`src/hw/rtl/assert_macros.svh`:
```
// assertion macros shared by the rtl
// no dependencies
`ifndef ASSERT_MACROS_SVH
`define ASSERT_MACROS_SVH

// same-cycle implication, checked out of reset
`define ASSERT_IMPLIES(lbl, clk, rst_n, ante, cons) \
  lbl: assert property (@(posedge clk) disable iff (!(rst_n)) (ante) |-> (cons)) \
    else $error("assertion failed");

// next-cycle implication, checked out of reset
`define ASSERT_NEXT(lbl, clk, rst_n, ante, cons) \
  lbl: assert property (@(posedge clk) disable iff (!(rst_n)) (ante) |=> (cons)) \
    else $error("assertion failed");

`endif

```
`src/hw/rtl/kbp_pkg.sv`:
```
// types and constants for the keyed token bucket policer
// no dependencies
`default_nettype none
package kbp_pkg;

  localparam int unsigned IDX_W  = 10;
  localparam int unsigned TOK_W  = 16;
  localparam int unsigned INTV_W = 32;
  localparam int unsigned TIME_W = 56;

  typedef enum logic [2:0] {
    ST_CLEAR,
    ST_IDLE,
    ST_CHECK,
    ST_LOAD,
    ST_DIV
  } kbp_state_e;

  typedef struct packed {
    logic latch;
    logic clr_step;
    logic rd_en;
    logic div_start;
    logic wr_new;
    logic wr_upd;
    logic finish_early;
  } kbp_cmd_t;

  typedef struct packed {
    logic clr_last;
    logic early_done;
    logic entry_valid;
    logic div_done;
  } kbp_sts_t;

  typedef struct packed {
    logic              valid;
    logic [TIME_W-1:0] last_time;
    logic [TOK_W-1:0]  tokens;
  } kbp_entry_t;

endpackage
`default_nettype wire

```
`src/hw/rtl/kbp_ctrl.sv`:
```
// controller state machine of the policer
// depends on kbp_pkg
`default_nettype none
module kbp_ctrl (
  input  wire logic              clk_i,
  input  wire logic              rst_ni,
  input  wire logic              start_i,
  input  wire kbp_pkg::kbp_sts_t sts_i,
  output kbp_pkg::kbp_cmd_t      cmd_o,
  output logic                   busy_o
);
  import kbp_pkg::*;

  kbp_state_e state_q, state_d;

  always_ff @(posedge clk_i or negedge rst_ni) begin
    if (!rst_ni) begin
      state_q <= ST_CLEAR;
    end else begin
      state_q <= state_d;
    end
  end

  always_comb begin
    state_d = state_q;
    case (state_q)
      ST_CLEAR: begin
        if (sts_i.clr_last) state_d = ST_IDLE;
      end
      ST_IDLE: begin
        if (start_i) state_d = ST_CHECK;
      end
      ST_CHECK: begin
        state_d = sts_i.early_done ? ST_IDLE : ST_LOAD;
      end
      ST_LOAD: begin
        state_d = sts_i.entry_valid ? ST_DIV : ST_IDLE;
      end
      ST_DIV: begin
        if (sts_i.div_done) state_d = ST_IDLE;
      end
      default: begin
        state_d = ST_CLEAR;
      end
    endcase
  end

  always_comb begin
    cmd_o  = '0;
    busy_o = 1'b1;
    case (state_q)
      ST_CLEAR: begin
        cmd_o.clr_step = 1'b1;
      end
      ST_IDLE: begin
        busy_o      = 1'b0;
        cmd_o.latch = start_i;
      end
      ST_CHECK: begin
        cmd_o.finish_early = sts_i.early_done;
        cmd_o.rd_en        = !sts_i.early_done;
      end
      ST_LOAD: begin
        cmd_o.div_start = sts_i.entry_valid;
        cmd_o.wr_new    = !sts_i.entry_valid;
      end
      ST_DIV: begin
        cmd_o.wr_upd = sts_i.div_done;
      end
      default: begin
        cmd_o = '0;
      end
    endcase
  end

endmodule
`default_nettype wire

```
`config.mk`:
```
export PLATFORM = sky130hd
export DESIGN_NAME = kbp_ctrl
export DESIGN_NICKNAME = d
export VERILOG_FILES = /design/src/hw/rtl/assert_macros.svh /design/src/hw/rtl/kbp_pkg.sv /design/src/hw/rtl/kbp_ctrl.sv
export SDC_FILE = /design/constraint.sdc
export NUM_CORES = 1
export LEC_CHECK = 0
export BUFFER_PORTS_ARGS = -buffer_cell sky130_fd_sc_hd__clkbuf_2
export CAP_MARGIN = 20
export CORE_AREA = 2 2 39 41
export CTS_BUF_LIST = sky130_fd_sc_hd__clkbuf_8
export DETAILED_ROUTE_END_ITERATION = 8
export DIE_AREA = 0 0 41 43
export GPL_TIMING_DRIVEN = 0
export HOLD_SLACK_MARGIN = 0.06
export PLACE_DENSITY = 0.51
export SLEW_MARGIN = 5
export SYNTH_ARGS = -nofsm -noshare
export SYNTH_HDL_FRONTEND = slang
export SYNTH_SLANG_ARGS = --single-unit
```
`constraint.sdc`:
```
create_clock -name clk_i -period 3 [get_ports clk_i]
set_clock_uncertainty 0.15 [all_clocks]
set_input_delay 0.45 -clock clk_i [delete_from_list [all_inputs] [get_ports clk_i]]
set_output_delay 0.45 -clock clk_i [all_outputs]
set_load 0.01 [all_outputs]
```
==> results.yml <==
power:
  p_sw_frac: 0.364
  powerDensity_nw_per_um2: 1020
  pwr-share-comb: 0.480
  clkPwrFrac: 0.313
  internal-power_mw: 0.236
  pwr-share-seq: 0.207
  p_total_mw: 0.371
  netSwitchingPower_mw: 0.135
  leakagePower_nw: 0.195
  ir_worst_vdd_uv: 419
die:
  initial_core_util: 0.158
  rows: 14
  core_um2: 1380
  die_h_um: 43
  io_pins: 15
  die_w_um: 41
  die_area_um2: 1760
synthesis:
  synth_most_common_cell: "dfrtp_1"
  synth_area_leaders: "dfrtp_1 34%, buf_6 5.1%, mux2_1 5.1%"
  syn_avg_cell_area_um2: 9.12
  yosysTopAreaCell: "dfrtp_1"
  synth_seq_area_share: 0.343
  yosys_warnings: 0
  netlist_instances: 24
  synth_edf_count: 0
  yosys.area.top_type_share: 0.343
  synthesis.nets: 31
  synth-seq-cells: 3
  syn-cell-area_um2: 219
  async_flop_share: 1.00
  ys.flop_type: "dfrtp_1"
  yosys-top-cells-count: "3 x dfrtp_1, 2 x nand2_1, 2 x nor2_1, 2 x nor3_1"
  ys_types: 19
global_route:
  globalRouteOverflowTotal: 0
  antenna_found_initial: 0
  grt_pass1_wl_um: 869
  grt_pass1_vias: 220
  grt.total_usage: 0.0855
  grt_start_max_net_pins: 10
place:
  port-buffer-count: 14
  gp_congestion: 0.702
  hpwl_um: 409
clock_tree:
  cts.clk_slew.worst_paths_ns: 0.03
  insertion_delay_ns: 0.22
  clockBufferDepth: 2
  h-tree-depth: 1
  cts.sinks: 3
  cts_root_buf: "clkbuf_8"
  cts-resized-gates: 0
  cts_made_buffers: 3
  cts_tree: "yes"
final_layout:
  fill_cells: 153
  nNetsFinal: 51
  area.growth.synth_to_final_pct: 66.3
  utilization: 0.263
  regMostFlops: "state_q"
  antenna_cells: 0
  reg_top3: "state_q x3"
  largest_reg_flops: 3
  drive_gt1_frac: 0.488
setup_path:
  rrSetupSlack_ns: 1.63
  crit_required_ns: 2.40
  worst_path_dominant_cell_family: "simple AND/OR/NAND/NOR gates"
  cp_data_arrival_time_ns: 1.30
  end_kind: "output port"
  max_stage_delay_ns: 0.45
  start_kind: "flop"
  crit_path_top_delay_cell: "dfrtp_1"
  critPathMaxFanout: 8
  critPathKind: "reg -> out"
  crit_chain: "or3b_4, nor2_4, clkbuf_2"
  crit_buf_inv: 1
timing:
  rsz0062_at_grt: "false"
  timing.final.crit_share: 0.633
  final.setup.tns_ns: 0
  max_freq_mhz: 527
  relSlewSlack: 0.809
  finalMaxSlewViolations: 0
  period_needed_ns: 1.90
  worst_slew_pin_slew_ns: 0.283
  setup_violations: 0
  hold_violations: 0
drt:
  drt-total-wl_um: 534
  post_drt_wl_per_cell_um: 9.05
  drc: 0
  drt_pass1_iterations: 4
  drtIter0Drc: 1
  postRouteAntennaNets: 0
  vias: 233
  viasPerCell: 3.95
min_path:
  hold_class: "in -> reg"
run_status:
  status: "complete, no violations"
flow_run:
  cap_viol_max_count: 0
-- power by group through the flow --
stage	Sequential (mW)	Combinational [mW]	Clock, mW
after floorplan	0.0730	0.129	0
after global placement	0.0773	0.179	0
after detailed placement	0.0767	0.179	0
after CTS	0.0761	0.181	0.123
after global routing	0.0792	0.197	0.128
final	0.0766	0.178	0.116
-- metrics by stage --
| step | worst slack (ns) | cell area [um^2] | cells | hold slack (ns) |
|---|---|---|---|---|
| 3_3_place_gp | 1.33 | 309 | 54 | 0.100 |
| 3_5_place_dp | 1.33 | 309 | 54 | 0.103 |
| 2_1_floorplan | 1.45 | 219 | 24 | 0.00441 |
| 4_1_cts | 1.09 | 364 | 59 | 0.284 |
| 6_report | 1.10 | 364 | 59 | 0.295 |
| 5_1_grt | 1.05 | 364 | 59 | 0.304 |
-- repair_timing --
action	4_1_cts	5_1_grt
hold endpoints to repair	3	0
buffers inserted	0	0
hold buffers	1	0
-- per-layer routing --
layer,vias to the layer above,wire length [um],share of wire,track usage
met5,-,0,0,0
met4,0,0,0,0.0800
met3,0,56,0.10,0.0838
met2,10,238,0.45,0.0906
met1,99,239,0.45,0.0906
li1,124,-,-,-
-- area by class of cell --
cell class / count / area, um^2 / area share
multi-input cells: 19 / 129 / 0.354
inverters: 1 / 3.75 / 0.0103
clock inverters: 1 / 3.75 / 0.0103
well taps: 16 / 20.0 / 0.0550
plain buffers: 1 / 11.3 / 0.0309
flip-flops and latches: 3 / 75.1 / 0.206
repair buffers: 15 / 80.1 / 0.220
clock buffers: 3 / 41.3 / 0.113
-- cells in the final DEF, fill, tap and decap left out --
cell type | Yosys | routed
and3_1 | 1 | 1
o21bai_1 | 1 | 1
nor3_1 | 2 | 2
nor3b_1 | 1 | 1
or3b_4 | 1 | 1
and3_2 | 1 | 1
nor4b_1 | 1 | 1
inv_1 | 1 | 2
or2_1 | 1 | 1
clkbuf_8 | 0 | 3
dfrtp_1 | 3 | 3
nand2_1 | 2 | 2
nor2b_1 | 1 | 1
clkbuf_2 | 0 | 14
a211o_1 | 1 | 1
buf_6 | 1 | 1
nor2_1 | 2 | 2
a21oi_1 | 1 | 1
nand2b_1 | 1 | 1
nor2_4 | 1 | 1
dlygate4sd3_1 | 0 | 1
mux2_1 | 1 | 1
-- path summary, 6_finish.rpt --
path	start	endpoint	cells past startpoint
min in group asynchronous	rst_ni	state_q[2]	2
max in group asynchronous	rst_ni	state_q[1]	2
hold / removal	sts_i[0]	state_q[2]	2
setup / recovery	state_q[2]	cmd_o[6]	3
setup reg to reg	state_q[2]	state_q[0]	2
hold reg to reg	state_q[2]	state_q[2]	2
-- kinds of logic (layout without fill, tap and decap cells) --
logic type,after synthesis,after routing,share of synthesized area
flip-flops,3,3,0.343
buffers and inverters,2,21,0.0686
AND/OR/NAND/NOR,15,15,0.440
AO/OA/AOI/OAI,3,3,0.0971
multiplexers,1,1,0.0514
Power figures use the tool's default switching activity.
